File: config.mk
export PLATFORM = sky130hd
export DESIGN_NAME = hhs_front
export DESIGN_NICKNAME = d
export VERILOG_FILES = /design/src/rtl/hhs_pkg.sv /design/src/rtl/hhs_front.sv
export SDC_FILE = /design/constraint.sdc
export NUM_CORES = 1
export LEC_CHECK = 0
export BUFFER_PORTS_ARGS = -buffer_cell sky130_fd_sc_hd__clkbuf_2
export CORE_AREA = 2 2 181 183
export DETAILED_ROUTE_END_ITERATION = 7
export DIE_AREA = 0 0 183 185
export PLACE_DENSITY = 0.68
export SYNTH_ARGS = -nofsm -noshare
export SYNTH_HDL_FRONTEND = slang
export SYNTH_SLANG_ARGS = --single-unit
File: constraint.sdc
create_clock -name vclk -period 10
set_clock_uncertainty 0.05 [all_clocks]
set_input_delay 3 -clock vclk [all_inputs]
set_output_delay 3 -clock vclk [all_outputs]
set_load 0.01 [all_outputs]
File: src/rtl/hhs_pkg.sv
package hhs_pkg;

  localparam int SampleW   = 32;
  localparam int GradW     = 36;
  localparam int GradMagW  = 35;
  localparam int ScaleMagW = 32;
  localparam int AbW       = 55;
  localparam int NormW     = 30;
  localparam int UnitW     = 25;
  localparam int QW        = 62;
  localparam int RootW     = 31;
  localparam int TW        = 33;
  localparam int QuoW      = 18;
  localparam int NormSteps = 5;
  localparam int SqrtSteps = 31;
  localparam int DivSteps  = 18;

  localparam logic [30:0]    Sqrt2Q30   = 31'd1518500250;
  localparam logic [AbW-1:0] UnitQ24    = AbW'(64'd16777216);
  localparam logic [7:0]     NodataByte = 8'd255;
  localparam logic [7:0]     ShadeMax   = 8'd254;
  localparam logic [7:0]     ShadeMin   = 8'd1;
  localparam logic [7:0]     ShadeGain  = 8'd254;

  typedef enum logic [7:0] {
    CFG_INV_X_SCALE   = 8'd0,
    CFG_INV_Y_SCALE   = 8'd1,
    CFG_NODATA_ENABLE = 8'd2,
    CFG_NODATA_VALUE  = 8'd3
  } cfg_idx_e;

  typedef struct packed {
    logic signed [SampleW-1:0] inv_x_scale;
    logic signed [SampleW-1:0] inv_y_scale;
    logic                      nodata_enable;
    logic signed [SampleW-1:0] nodata_value;
  } cfg_t;

  typedef struct packed {
    logic signed [GradW-1:0] gx;
    logic signed [GradW-1:0] gy;
    logic                    nodata;
  } entry_t;

endpackage

File: src/rtl/hhs_front.sv
module hhs_front (
  input  logic                                    s_tvalid_i,
  output logic                                    s_tready_o,
  input  logic [9*hhs_pkg::SampleW-1:0]           s_tdata_i,
  input  hhs_pkg::cfg_t                           cfg_i,
  input  logic                                    q_full_i,
  output logic                                    q_push_o,
  output hhs_pkg::entry_t                         q_data_o
);
  import hhs_pkg::*;

  logic signed [GradW-1:0] smp [9];
  logic signed [GradW-1:0] west_sum, east_sum, south_sum, north_sum;
  logic [SampleW-1:0]      centre;

  always_comb begin
    for (int i = 0; i < 9; i++) begin
      smp[i] = GradW'($signed(s_tdata_i[i*SampleW +: SampleW]));
    end
  end

  assign centre    = s_tdata_i[4*SampleW +: SampleW];
  assign west_sum  = smp[0] + (smp[3] <<< 1) + smp[6];
  assign east_sum  = smp[2] + (smp[5] <<< 1) + smp[8];
  assign south_sum = smp[6] + (smp[7] <<< 1) + smp[8];
  assign north_sum = smp[0] + (smp[1] <<< 1) + smp[2];

  assign s_tready_o      = !q_full_i;
  assign q_push_o        = s_tvalid_i && !q_full_i;
  assign q_data_o.gx     = west_sum - east_sum;
  assign q_data_o.gy     = south_sum - north_sum;
  assign q_data_o.nodata = cfg_i.nodata_enable && (centre == cfg_i.nodata_value);

endmodule

==> results by stage <==
Placement:
- The placed instances occupy a cell area of 16,490 um^2.
- The number of buffers inserted by port buffering is 398.
- Before CTS, the worst setup slack after placement is -0.7654 ns.
- The total half-perimeter wirelength after legalization and detailed placement is 38.97 mm.
- The congestion estimate from routability-driven global placement came to 0.9415.

Timing:
- Counting I/O delays and the setup requirement, the final critical path takes 10.70 ns.
- For the final routed database, the setup TNS stands at -10.69 ns.
- The tightest hold path in the finished design has a slack of 6.191 ns.
- For the pin with the worst max-slew slack, the measured transition is 0.4348 ns.
- In this run the tightest slew margin relative to its limit is 70.65%.
- Setup violations remaining at the end of the flow were counted as 36.
- The number of hold violations in the final report is 0.
- The final critical path takes up 107.0% of the cycle.
- The worst setup slack after layout is -0.6986 ns.
- The fmax is 93.47 MHz.
- The count of pins over their slew limit is 0.
- Setup repair after global routing could not meet its margin everywhere.

Routing:
- Wires add up to 44.30 mm.
- Dividing the detail-routed via count by the number of cells gives 5.122.
- The wire length per cell is 17.91 um.
- The number of remaining DRC errors is 0.
- The violation count after the first detailed-routing iteration is 488.
- Once detail routing completed, the nets flagged for antenna violations numbered 0.
- The length of the first detailed-routing pass in iterations is 4.
- The overall via count from detail_route is 12,671.

Yosys:
- A synthesized cell averages 8.739 um^2.
- In this run, distinct cell masters in the synthesized netlist total 67.
- When the netlist entered floorplanning its net count stood at 2,069.
- The proportion of synthesized chip area in sequential cells is 0%.
- The Yosys step of the flow raised 0 warnings.
- The cell taking the most area after synthesis is sky130_fd_sc_hd__fa_1.
- Summing every instance area after synthesis gives 11,730 um^2.
- The area share of the largest cell type after synthesis is 33.97%.
- Sorting the synthesized cells by area gives the leading types as sky130_fd_sc_hd__fa_1 (34%), sky130_fd_sc_hd__ha_1 (15%), sky130_fd_sc_hd__xnor2_1 (8.1%).
- The number of instances in the synthesized netlist is 1,342.

Finish:
- In the layout the commonest cells are sky130_fd_sc_hd__clkbuf_2 (352), sky130_fd_sc_hd__buf_4 (320), sky130_fd_sc_hd__fa_1 (191).
- The total of clock buffers placed in the layout is 0.
- The sequential cell count is 0.
- Leaving out fill and tap cells, the most frequent cell in the layout is sky130_fd_sc_hd__clkbuf_2.
- The share of post-route cells with drive strength above 1 is 45.42%.
- In the final layout, flip-flops and latches occupy 0 um^2.
- Relative to the synthesized area, the layout overhead comes to 54.55%.
- The net count of the finished layout is 2,794.
- After routing the design area is 18,120 um^2.

Power and ir drop:
- The worst-case vdd ir drop is 0.0003254 V.
- Summed over all cells, the static leakage comes to 0.009057 uW.
- The portion of total power attributed to combinational logic is 100.0%.
- The total net switching power is 3251 uW.
- The power share of the clock group is 0%.
- For this design the ratio of total power to cell area is 347.8 nW/um^2.
- The share of total power dissipated in sequential elements is 0%.
- Internal power comes to 3053 uW.
- Net switching is 51.57% of the power.
- The overall power is 6304 uW.

Global route:
- The via count of the first global-routing pass is 13,535.
- The maximum number of pins on one net before global-route repair is 9.
- The global-route congestion overflow total is 0.
- The wire length of the first global-routing pass is 67.68 mm.
- The initial antenna violation count came to 2.
- The overall track demand over capacity in global routing is 25.39%.

Hold path:
- The sink of the worst hold path is s_tready_o.
- The path type of the worst min-delay path is input pin to primary output.
- In this run the most critical hold path is launched from q_full_i.
- Counting instances, the worst hold path has a depth of 3.

Critical path:
- By startpoint and endpoint, the worst setup path is classified as input pin to primary output.
- In this run the worst path has a maximum fanout of 4.
- STA classifies the critical path startpoint as an input pin.
- The critical path data required time is 6.95 ns.
- Data arrives at the worst endpoint at 7.65 ns.
- The type of element capturing the critical path is a primary output.

Floorplan:
- The floorplan step defined a die boundary enclosing 33,860 um^2.
- The area of the core is 32,040 um^2.
- The number of I/O pins is 462.
- The die width is 183 um.
- The number of core rows is 66.
- For this configuration, the core starts out at a cell density of 36.60%.
- From bottom edge to top edge, the die measures 185 um.

Run:
- The number of max-cap violations is 0.

Clock tree:
- In this run, post-CTS hold repair placed 0 buffers.

Outcome:
- The flow ran to the end, but the final reports show violations.
- The final reports fail on setup timing.
[final cells by class]
cell class         instances  area (um^2)
fillers                 2911        13920
well taps                408        510.5
multi-input cells       1150        12170
inverters                170        643.1
diodes                     1        2.502
repair buffers           745         4796
[layer usage]
| metal | routed length [um] | part of all wire [%] | global-route usage (%) | up-vias |
|---|---|---|---|---|
| met5 | 13 | 0.029 | 0 | - |
| met4 | 1870 | 4.2 | 8.512 | 2 |
| met3 | 2804 | 6.3 | 4.208 | 92 |
| met2 | 23510 | 53 | 49.76 | 430 |
| met1 | 16100 | 36 | 27.46 | 6065 |
| li1 | - | - | - | 6082 |
[worst max path at each step]
stage	slack (ns)	to	from	cells past startpoint
after floorplan	-0.08	q_data_o[35]	s_tdata_i[257]	22
after global placement	-0.77	q_data_o[34]	s_tdata_i[65]	25
after detailed placement	-0.77	q_data_o[34]	s_tdata_i[65]	25
after CTS	-0.66	q_data_o[34]	s_tdata_i[65]	25
after global routing	-0.97	q_data_o[34]	s_tdata_i[12]	24
final	-0.70	q_data_o[34]	s_tdata_i[65]	25
[cell families after synthesis]
family / Yosys count / share of synthesized area, %
AO/OA/AOI/OAI: 394 / 21.71
adder cells (fa/ha/maj): 340 / 49.01
AND/OR/NAND/NOR: 265 / 11.33
buffers and inverters: 192 / 6.668
XOR/XNOR: 151 / 11.28
[what timing repair did]
action                                 4_1_cts  5_1_grt
endpoints found under the hold margin        0        0
resized for setup                          141      185
setup buffers                               29       24
cloned                                       0        0
pin swaps                                  101      110
setup endpoints to repair                   43       44
[worst max-delay path, stage by stage]
cell and delay (ns):
sky130_fd_sc_hd__buf_6 0.10, sky130_fd_sc_hd__fa_1 0.49, sky130_fd_sc_hd__ha_2 0.20, sky130_fd_sc_hd__fa_2 0.37
sky130_fd_sc_hd__a21oi_4 0.21, sky130_fd_sc_hd__o211ai_1 0.18, sky130_fd_sc_hd__a221oi_2 0.27, sky130_fd_sc_hd__buf_4 0.17
sky130_fd_sc_hd__o221ai_2 0.12, sky130_fd_sc_hd__a221o_1 0.39, sky130_fd_sc_hd__nand3_2 0.13, sky130_fd_sc_hd__nand2_1 0.06
sky130_fd_sc_hd__a21o_1 0.17, sky130_fd_sc_hd__xnor2_1 0.15, sky130_fd_sc_hd__ha_2 0.33, sky130_fd_sc_hd__nand2_1 0.08
sky130_fd_sc_hd__o21bai_1 0.10, sky130_fd_sc_hd__a211o_1 0.27, sky130_fd_sc_hd__a21oi_1 0.12, sky130_fd_sc_hd__nor2b_1 0.06
sky130_fd_sc_hd__o21ai_1 0.11, sky130_fd_sc_hd__nand2b_1 0.06, sky130_fd_sc_hd__a31oi_1 0.20, sky130_fd_sc_hd__xnor2_1 0.16
sky130_fd_sc_hd__clkbuf_2 0.16
[per-stage QoR]
| stage | util [%] | std cells |
|---|---|---|
| 2_1_floorplan | - | 1342 |
| 3_3_place_gp | 51.48 | 2433 |
| 3_5_place_dp | 51.48 | 2433 |
| 4_1_cts | 54.08 | 2458 |
| 5_1_grt | 56.56 | 2473 |
| 6_report | 56.57 | 2474 |
[cells in the mapped netlist, types with 3 or more instances]
cell	count
sky130_fd_sc_hd__nand4_1	23
sky130_fd_sc_hd__nand2b_1	15
sky130_fd_sc_hd__clkbuf_1	19
sky130_fd_sc_hd__nor2b_1	26
sky130_fd_sc_hd__xnor2_1	108
sky130_fd_sc_hd__ha_1	141
sky130_fd_sc_hd__a21o_1	65
sky130_fd_sc_hd__o221ai_1	3
sky130_fd_sc_hd__or3_1	4
sky130_fd_sc_hd__o21ai_0	74
sky130_fd_sc_hd__a41oi_1	4
sky130_fd_sc_hd__nor2_1	63
sky130_fd_sc_hd__nor4_1	3
sky130_fd_sc_hd__o211ai_1	10
sky130_fd_sc_hd__o21bai_1	20
sky130_fd_sc_hd__a2111oi_0	5
sky130_fd_sc_hd__a211o_1	4
sky130_fd_sc_hd__o21ai_1	8
sky130_fd_sc_hd__nor3_1	10
sky130_fd_sc_hd__a31oi_1	13
sky130_fd_sc_hd__and4_1	7
sky130_fd_sc_hd__a211oi_1	10
sky130_fd_sc_hd__o2111ai_1	4
sky130_fd_sc_hd__fa_1	199
sky130_fd_sc_hd__nor3b_1	3
sky130_fd_sc_hd__nand3_1	26
sky130_fd_sc_hd__and3_1	4
sky130_fd_sc_hd__a31o_2	4
sky130_fd_sc_hd__xor2_1	43
sky130_fd_sc_hd__nand2_1	64
sky130_fd_sc_hd__and2_1	8
sky130_fd_sc_hd__o21a_1	14
sky130_fd_sc_hd__inv_1	169
sky130_fd_sc_hd__a21oi_1	126
sky130_fd_sc_hd__or2_2	4
[power by group through the flow]
| stage | registers (uW) | logic, uW | clock network (uW) |
|---|---|---|---|
| detailed placement | 0 | 5170 | 0 |
| floorplan | 0 | 2950 | 0 |
| global placement | 0 | 5110 | 0 |
| CTS | 0 | 5750 | 0 |
| finish | 0 | 6300 | 0.0000134 |
| global route | 0 | 6850 | 0 |
No activity file was read; power rests on OpenSTA's default activity.
