<file path="config.mk">
export PLATFORM = sky130hd
export DESIGN_NAME = hhs_fifo
export DESIGN_NICKNAME = d
export VERILOG_FILES = /design/src/rtl/hhs_pkg.sv /design/src/rtl/hhs_fifo.sv
export SDC_FILE = /design/constraint.sdc
export NUM_CORES = 1
export LEC_CHECK = 0
export BUFFER_PORTS_ARGS = -buffer_cell sky130_fd_sc_hd__buf_2
export CORE_MARGIN = 4
export CORE_UTILIZATION = 55
export CTS_BUF_LIST = sky130_fd_sc_hd__clkbuf_16
export DETAILED_ROUTE_END_ITERATION = 8
export GPL_TIMING_DRIVEN = 0
export PLACE_DENSITY = 0.77
export SLEW_MARGIN = 20
export SYNTH_ARGS = -nofsm -noshare
export SYNTH_HDL_FRONTEND = slang
export SYNTH_SLANG_ARGS = --single-unit
</file>
<file path="constraint.sdc">
create_clock -name clk_i -period 3.8 [get_ports clk_i]
set_clock_uncertainty 0.1 [all_clocks]
set_input_delay 1.14 -clock clk_i [delete_from_list [all_inputs] [get_ports clk_i]]
set_output_delay 1.14 -clock clk_i [all_outputs]
set_load 0.02 [all_outputs]
</file>
<file path="src/rtl/hhs_pkg.sv">
package hhs_pkg;

  localparam int SampleW   = 32;
  localparam int GradW     = 36;
  localparam int GradMagW  = 35;
  localparam int ScaleMagW = 32;
  localparam int AbW       = 55;
  localparam int NormW     = 30;
  localparam int UnitW     = 25;
  localparam int QW        = 62;
  localparam int RootW     = 31;
  localparam int TW        = 33;
  localparam int QuoW      = 18;
  localparam int NormSteps = 5;
  localparam int SqrtSteps = 31;
  localparam int DivSteps  = 18;

  localparam logic [30:0]    Sqrt2Q30   = 31'd1518500250;
  localparam logic [AbW-1:0] UnitQ24    = AbW'(64'd16777216);
  localparam logic [7:0]     NodataByte = 8'd255;
  localparam logic [7:0]     ShadeMax   = 8'd254;
  localparam logic [7:0]     ShadeMin   = 8'd1;
  localparam logic [7:0]     ShadeGain  = 8'd254;

  typedef enum logic [7:0] {
    CFG_INV_X_SCALE   = 8'd0,
    CFG_INV_Y_SCALE   = 8'd1,
    CFG_NODATA_ENABLE = 8'd2,
    CFG_NODATA_VALUE  = 8'd3
  } cfg_idx_e;

  typedef struct packed {
    logic signed [SampleW-1:0] inv_x_scale;
    logic signed [SampleW-1:0] inv_y_scale;
    logic                      nodata_enable;
    logic signed [SampleW-1:0] nodata_value;
  } cfg_t;

  typedef struct packed {
    logic signed [GradW-1:0] gx;
    logic signed [GradW-1:0] gy;
    logic                    nodata;
  } entry_t;

endpackage

</file>
<file path="src/rtl/hhs_fifo.sv">
module hhs_fifo #(
  parameter int Depth = 4
) (
  input  logic            clk_i,
  input  logic            rst_ni,
  input  logic            push_i,
  input  hhs_pkg::entry_t push_data_i,
  output logic            full_o,
  input  logic            pop_i,
  output logic            valid_o,
  output hhs_pkg::entry_t pop_data_o
);
  import hhs_pkg::*;

  localparam int AW = (Depth > 1) ? $clog2(Depth) : 1;
  localparam int CW = $clog2(Depth + 1);

  entry_t          mem [Depth];
  logic [AW-1:0]   wr_ptr_q, wr_ptr_d, rd_ptr_q, rd_ptr_d;
  logic [CW-1:0]   cnt_q, cnt_d;

  assign full_o     = (cnt_q == CW'(Depth));
  assign valid_o    = (cnt_q != '0);
  assign pop_data_o = mem[rd_ptr_q];

  always_comb begin
    wr_ptr_d = wr_ptr_q;
    rd_ptr_d = rd_ptr_q;
    cnt_d    = cnt_q;
    if (push_i) begin
      wr_ptr_d = (wr_ptr_q == AW'(Depth - 1)) ? '0 : wr_ptr_q + 1'b1;
    end
    if (pop_i) begin
      rd_ptr_d = (rd_ptr_q == AW'(Depth - 1)) ? '0 : rd_ptr_q + 1'b1;
    end
    if (push_i && !pop_i) begin
      cnt_d = cnt_q + 1'b1;
    end else if (pop_i && !push_i) begin
      cnt_d = cnt_q - 1'b1;
    end
  end

  always_ff @(posedge clk_i or negedge rst_ni) begin
    if (!rst_ni) begin
      wr_ptr_q <= '0;
      rd_ptr_q <= '0;
      cnt_q    <= '0;
    end else begin
      wr_ptr_q <= wr_ptr_d;
      rd_ptr_q <= rd_ptr_d;
      cnt_q    <= cnt_d;
    end
  end

  always_ff @(posedge clk_i) begin
    if (push_i) begin
      mem[wr_ptr_q] <= push_data_i;
    end
  end

endmodule

</file>
==> run_results.csv, run 1 <==
group,metric,value,unit
route,via_per_inst,5.57,
cells_and_area,layout.nets,690,
floorplan,start_util,0.561,
sta,hold_viol,0,
clocking,clock_latency,530,ps
worst_setup_path,critical_path_class,"reg2out",
route,drtIter0Drc,274,
cells_and_area,fillers,1244,
clocking,cts_setup_buffers,0,
global_routing,grt-ovfl-total,0,
yosys,yosys-mux-area-fraction,0.153,
placement,dp_hpwl,12400,um
clocking,clock-sinks,299,
clocking,cts_resized,0,
global_routing,grt_max_degree,47,
yosys,ys.warnings.count,0,
yosys,syn_area,10900,um2
cells_and_area,n_antenna_cell,0,
yosys,synth_fa_ha_area_frac,0.00869,
cells_and_area,drive_gt1_frac,0.469,
worst_setup_path,reg2reg_depth,4,
clocking,clk_pin_slew_worst_paths,60,ps
outcome,outcome,"completed",
route,drc,0,
cells_and_area,register_area,8940,um2
sta,fin_crit,3370,ps
clocking,cts_buffer_depth,3,
power,peakVddDrop,0.574,mV
power,power.switching,3140,uW
route,vias,4965,
global_routing,grt_pass1_vias,5395,
floorplan,die_area,22200,um2
yosys,synth.distinct_cells,19,
clocking,postCtsHoldBufs,0,
yosys,yosys.area_share.simple,0.00526,
yosys,synth_top_family_by_area,"multiplexers",
worst_setup_path,crit_path_end_kind,"primary output",
sta,setup_viol,0,
yosys,synth_xor_xnor_area_share,0.00240,
placement,portBuffers,151,
sta,rsz0062_at_grt,"no",
yosys,ys_seq_area_frac,0.817,
power,p_clk_frac,0.267,
worst_setup_path,cp.arrival,2130,ps
flow_run,max_cap_violations,0,
sta,worst_pin_slew,733,ps
power,pwr-share-seq,0.420,
route,firstDrtPassIters,4,
power,comb_power_share,0.313,
power,p_per_area,792,nW/um2
placement,place.gp.congestion,0.732,
yosys,synth_top_area_frac,0.801,
sta,slew_headroom,0.511,
min_path,min_path_type,"in2async",
global_routing,grt_pass1_wl,30500,um
power,power.internal,7240,uW
sta,final_max_slew_viol_count,0,
clocking,cts_max_level,1,
floorplan,core_area,19500,um2
worst_setup_path,rr_startpoint,"wr_ptr_q[1]",
cells_and_area,utilization,0.672,
clocking,root_buffer,"clkbuf_16",
cells_and_area,stdcell_area,13100,um2
yosys,synthTopCellsByArea,"edfxtp_1, mux4_2, dfrtp_1",
floorplan,fp.dieH,149,um
power,swShare,0.302,
worst_setup_path,required,2560,ps
placement,dpl-instance-area,12200,um2
worst_setup_path,regToRegSetupSlack,1740,ps
sta,fmax,297,MHz
cells_and_area,multi_input_area,1880,um2
cells_and_area,syn_to_final_growth,19.8,%
global_routing,grt_usage,0.180,
floorplan,boundaryPins,152,
worst_setup_path,cp_max_fo,10,
clocking,cts_tree,"yes",
sta,min_period_over_period,0.886,
power,power_leakage,0.00453,uW
yosys,synth_top_area_cell,"edfxtp_1",
worst_setup_path,worstReg2RegEnd,"mem[0][45]",
clocking,cts_buffers,28,
yosys,synth_cells,418,
route,drt_wl_total,19500,um
yosys,synth.avg_cell_area,26.2,um2
route,ant_nets,0,
route,wl_per_cell,21.8,um
yosys,synth-seq-cells,299,
worst_setup_path,start_kind,"flip-flop",
yosys,syn-num-nets,502,
floorplan,num_rows,51,
floorplan,dieWidth,149,um
yosys,synth_compound_area_frac,0.000914,
sta,fin_setup_tns,0,ps
global_routing,antenna_found_initial,2,
[flip-flops by register name, summed over array words and instances (netlist names)]
| register | cells |
|---|---|
| cnt_q | 3 |
| mem | 292 |
| rd_ptr_q | 2 |
| wr_ptr_q | 2 |
[per-stage QoR]
| stage | hold slack (ps) | power [uW] | worst slack [ps] | cells |
|---|---|---|---|---|
| after floorplan | 349 | 6680 | 414 | 418 |
| after CTS | 313 | 10500 | 381 | 892 |
| final | 337 | 10400 | 431 | 892 |
| after global routing | 318 | 10900 | 318 | 892 |
| after global placement | 364 | 7640 | -993 | 834 |
| after detailed placement | 414 | 7760 | 961 | 841 |
[critical path, cell delays in order, from the launching register on]
cell     delay (ps)
dfrtp_1         370
buf_2           320
buf_2           350
mux4_2          370
buf_2           180
[power by group through the flow]
stage                     combinational, uW  clock [uW]  sequential (uW)
final                                  3250        2770             4360
after global routing                   3490        2980             4400
after CTS                              3340        2820             4370
after detailed placement               3320           0             4440
after global placement                 3170           0             4470
after floorplan                        2260           0             4420
[metal layers]
| layer | global-route usage | up-vias | wire (um) |
|---|---|---|---|
| met5 | 0 | - | 33 |
| li1 | - | 2174 | - |
| met1 | 0.243 | 2595 | 7750 |
| met3 | 0.0480 | 32 | 1460 |
| met4 | 0.0366 | 4 | 305 |
| met2 | 0.302 | 160 | 9900 |
[cells in the mapped netlist]
| library cell | instances |
|---|---|
| edfxtp_1 | 292 |
| mux4_2 | 73 |
| buf_2 | 7 |
| dfrtp_1 | 7 |
| buf_6 | 6 |
| ha_1 | 6 |
| and2_1 | 4 |
| inv_1 | 4 |
| mux2_2 | 3 |
| nor2_1 | 3 |
| buf_4 | 2 |
| nand2_1 | 2 |
| o21ai_0 | 2 |
| xor2_1 | 2 |
| clkbuf_1 | 1 |
| fa_1 | 1 |
| nor3b_1 | 1 |
| or3_1 | 1 |
| xnor2_1 | 1 |
[cells in the final DEF (no fill, tap or decap)]
cell type     n
and2_4        4
buf_12        7
buf_2       158
buf_4         2
buf_6         6
bufinv_16     4
clkbuf_1      1
clkbuf_16    29
clkinv_1      9
clkinv_2      6
clkinvlp_4    2
dfrtp_1       7
edfxtp_1    292
fa_1          1
ha_1          6
inv_1         5
mux2_2        3
mux4_2       73
nand2_1       2
nor2_1        3
nor3b_1       1
o21ai_0       2
or3_1         1
xnor2_1       1
xor2_1        2
[area by class of cell]
cell class	count	share of cell area
Sequential cell	299	0.682
Multi-Input combinational cell	99	0.143
Timing Repair Buffer	158	0.0683
Clock buffer	29	0.0553
Tap cell	265	0.0253
Clock inverter	22	0.0155
Buffer	16	0.00926
Inverter	4	0.00115
[worst max path at each step]
stage                start        endpoint  slack, ps  cells past startpoint
5_1_grt        rd_ptr_q[1]   pop_data_o[4]        320                      4
6_report       rd_ptr_q[1]  pop_data_o[14]        430                      4
3_5_place_dp   rd_ptr_q[0]  pop_data_o[15]        960                      4
2_1_floorplan       push_i       mem[2][0]        410                      1
4_1_cts        rd_ptr_q[1]  pop_data_o[61]        380                      4
3_3_place_gp        push_i      mem[3][11]       -990                      2
[logic make-up (layout without fill, tap and decap cells)]
kind of cell | Yosys count | in the layout
fa+ha+maj | 7 | 7
mux | 76 | 76
xor+xnor | 3 | 3
simple gates | 11 | 11
flops | 299 | 299
buf+inv | 20 | 229
compound gates | 2 | 2
Power figures use the tool's default switching activity.
==> inputs of run 2 (changes only) <==
--- a/config.mk
+++ b/config.mk
@@ -10,7 +10,7 @@
 export CORE_UTILIZATION = 55
 export CTS_BUF_LIST = sky130_fd_sc_hd__clkbuf_16
 export DETAILED_ROUTE_END_ITERATION = 8
-export GPL_TIMING_DRIVEN = 0
+export GPL_TIMING_DRIVEN = 1
 export PLACE_DENSITY = 0.77
 export SLEW_MARGIN = 20
 export SYNTH_ARGS = -nofsm -noshare
==> run 2 against run 1 <==
Effect of this change:
- non-clock buffer count is 16 lower
- utilization down 0.65 points
- largest power group unchanged
- largest cell class unchanged
- sequential power rose by 4%
- die area is the same
- critical endpoint is now pop_data_o[15]
- highest routed layer unchanged
==> run_results.csv, run 2 (same netlist as run 1, synthesis figures left out) <==
group,metric,value,unit
worst_setup_path,cpPeakStageDelay,740,ps
route,drtIter0Drc,228,
sta,fin_crit,3560,ps
worst_setup_path,crit_path_end_kind,"primary output",
clocking,cts_setup_buffers,0,
worst_setup_path,start_kind,"flip-flop",
placement,dpl_worst_slack,721,ps
global_routing,grt_usage,0.180,
cells_and_area,register_area,8950,um2
cells_and_area,syn_to_final_growth,18.6,%
clocking,clk_pin_slew_worst_paths,60,ps
cells_and_area,layout.nets,675,
worst_setup_path,critical_path_class,"reg2out",
sta,fin_ws,238,ps
clocking,cts_buffer_depth,3,
placement,place.gp.congestion,0.724,
floorplan,core_area,19500,um2
global_routing,grt_pass1_vias,5362,
sta,hold_viol,0,
power,power_leakage,0.00446,uW
clocking,cts_buffers,29,
global_routing,grt_max_degree,42,
power,p_per_area,786,nW/um2
route,wl_per_cell,22.0,um
route,drt_wl_total,19300,um
floorplan,fp.dieH,149,um
clocking,cts_max_level,1,
route,firstDrtPassIters,4,
cells_and_area,fillers,1276,
route,vias,4869,
clocking,root_buffer,"clkbuf_16",
worst_setup_path,rr_startpoint,"wr_ptr_q[0]",
worst_setup_path,cp.arrival,2320,ps
clocking,clock_latency,530,ps
min_path,min_path_type,"in2async",
worst_setup_path,cp_slowest_cell,"dfrtp_4",
worst_setup_path,regToRegSetupSlack,1820,ps
sta,rsz0062_at_grt,"no",
cells_and_area,n_antenna_cell,0,
sta,min_period_over_period,0.937,
cells_and_area,reg.largest.list,"mem: 292 flops, cnt_q: 3 flops",
floorplan,die_area,22200,um2
placement,dpl-instance-area,12100,um2
cells_and_area,stdcell_area,13000,um2
floorplan,dieWidth,149,um
cells_and_area,drive_gt1_frac,0.458,
clocking,clock-sinks,299,
worst_setup_path,reg2reg_depth,4,
worst_setup_path,worstPathCellList,"buf_12, mux4_2, buf_2",
sta,worst_pin_slew,653,ps
cells_and_area,multi_input_area,1880,um2
sta,fin_setup_tns,0,ps
sta,setup_viol,0,
cells_and_area,final_cell_mix,"edfxtp_1, buf_2, mux4_2",
worst_setup_path,required,2560,ps
cells_and_area,largest_reg_flops,292,
floorplan,start_util,0.561,
flow_run,max_cap_violations,0,
sta,fmax,281,MHz
cells_and_area,layout_commonest_cell,"edfxtp_1",
route,ant_nets,0,
sta,final_max_slew_viol_count,0,
placement,dp_hpwl,11800,um
placement,portBuffers,151,
route,via_per_inst,5.55,
global_routing,grt_pass1_wl,30500,um
global_routing,grt-ovfl-total,0,
clocking,cts_resized,0,
floorplan,boundaryPins,152,
worst_setup_path,cp_max_fo,29,
sta,slew_headroom,0.564,
worst_setup_path,worstReg2RegEnd,"mem[0][39]",
cells_and_area,top_register,"mem",
clocking,postCtsHoldBufs,0,
floorplan,num_rows,51,
global_routing,antenna_found_initial,4,
outcome,outcome,"completed",
clocking,cts_tree,"yes",
power,peakVddDrop,0.513,mV
route,drc,0,
## run 2: report_power, final
part / total [uW] / switching [uW] / internal (uW)
Clock: 2700 / 1120 / 1590
Combinational: 2980 / 1680 / 1300
Sequential: 4530 / 298 / 4230
Total: 10200 / 3090 / 7120
## run 2: how the worst max path moves through the flow
| stage | startpoint | to | slack, ps |
|---|---|---|---|
| after floorplan | push_i | mem[2][0] | 410 |
| after global placement | rd_ptr_q[0] | pop_data_o[21] | 720 |
| after detailed placement | rd_ptr_q[0] | pop_data_o[35] | 720 |
| after CTS | rd_ptr_q[0] | pop_data_o[15] | 160 |
| after global routing | rd_ptr_q[0] | pop_data_o[21] | 50 |
| final | rd_ptr_q[0] | pop_data_o[15] | 240 |
## run 2: final cells by class
| type | instances | area share |
|---|---|---|
| inverter | 4 | 0.00116 |
| multi-input combinational | 99 | 0.145 |
| tap | 265 | 0.0255 |
| clock buffer | 29 | 0.0559 |
| clock inverter | 24 | 0.0145 |
| timing repair buffer | 158 | 0.0690 |
| sequential | 299 | 0.689 |
## run 2: through the flow
stage               total power (uW)   util  hold WS (ps)  cells
finish                         10200  0.665           348    878
global placement                7570  0.618           364    825
CTS                            10400  0.665           329    878
global route                   10700  0.665           331    878
detailed placement              7640  0.618           391    825
floorplan                       6680      -           349    418
## run 2: critical path: cells and delay by family, from the launching register on
kind / cells / cell delay [ps]
buffers and inverters: 2 / 500
muxes: 1 / 550
DFF: 1 / 740
## run 2: per-layer routing
| layer | wire, um | GRT usage | vias up |
|---|---|---|---|
| met3 | 1340 | 0.0441 | 30 |
| met5 | 47 | 0 | - |
| met2 | 9820 | 0.299 | 154 |
| met1 | 7780 | 0.247 | 2539 |
| met4 | 310 | 0.0430 | 8 |
| li1 | - | - | 2138 |
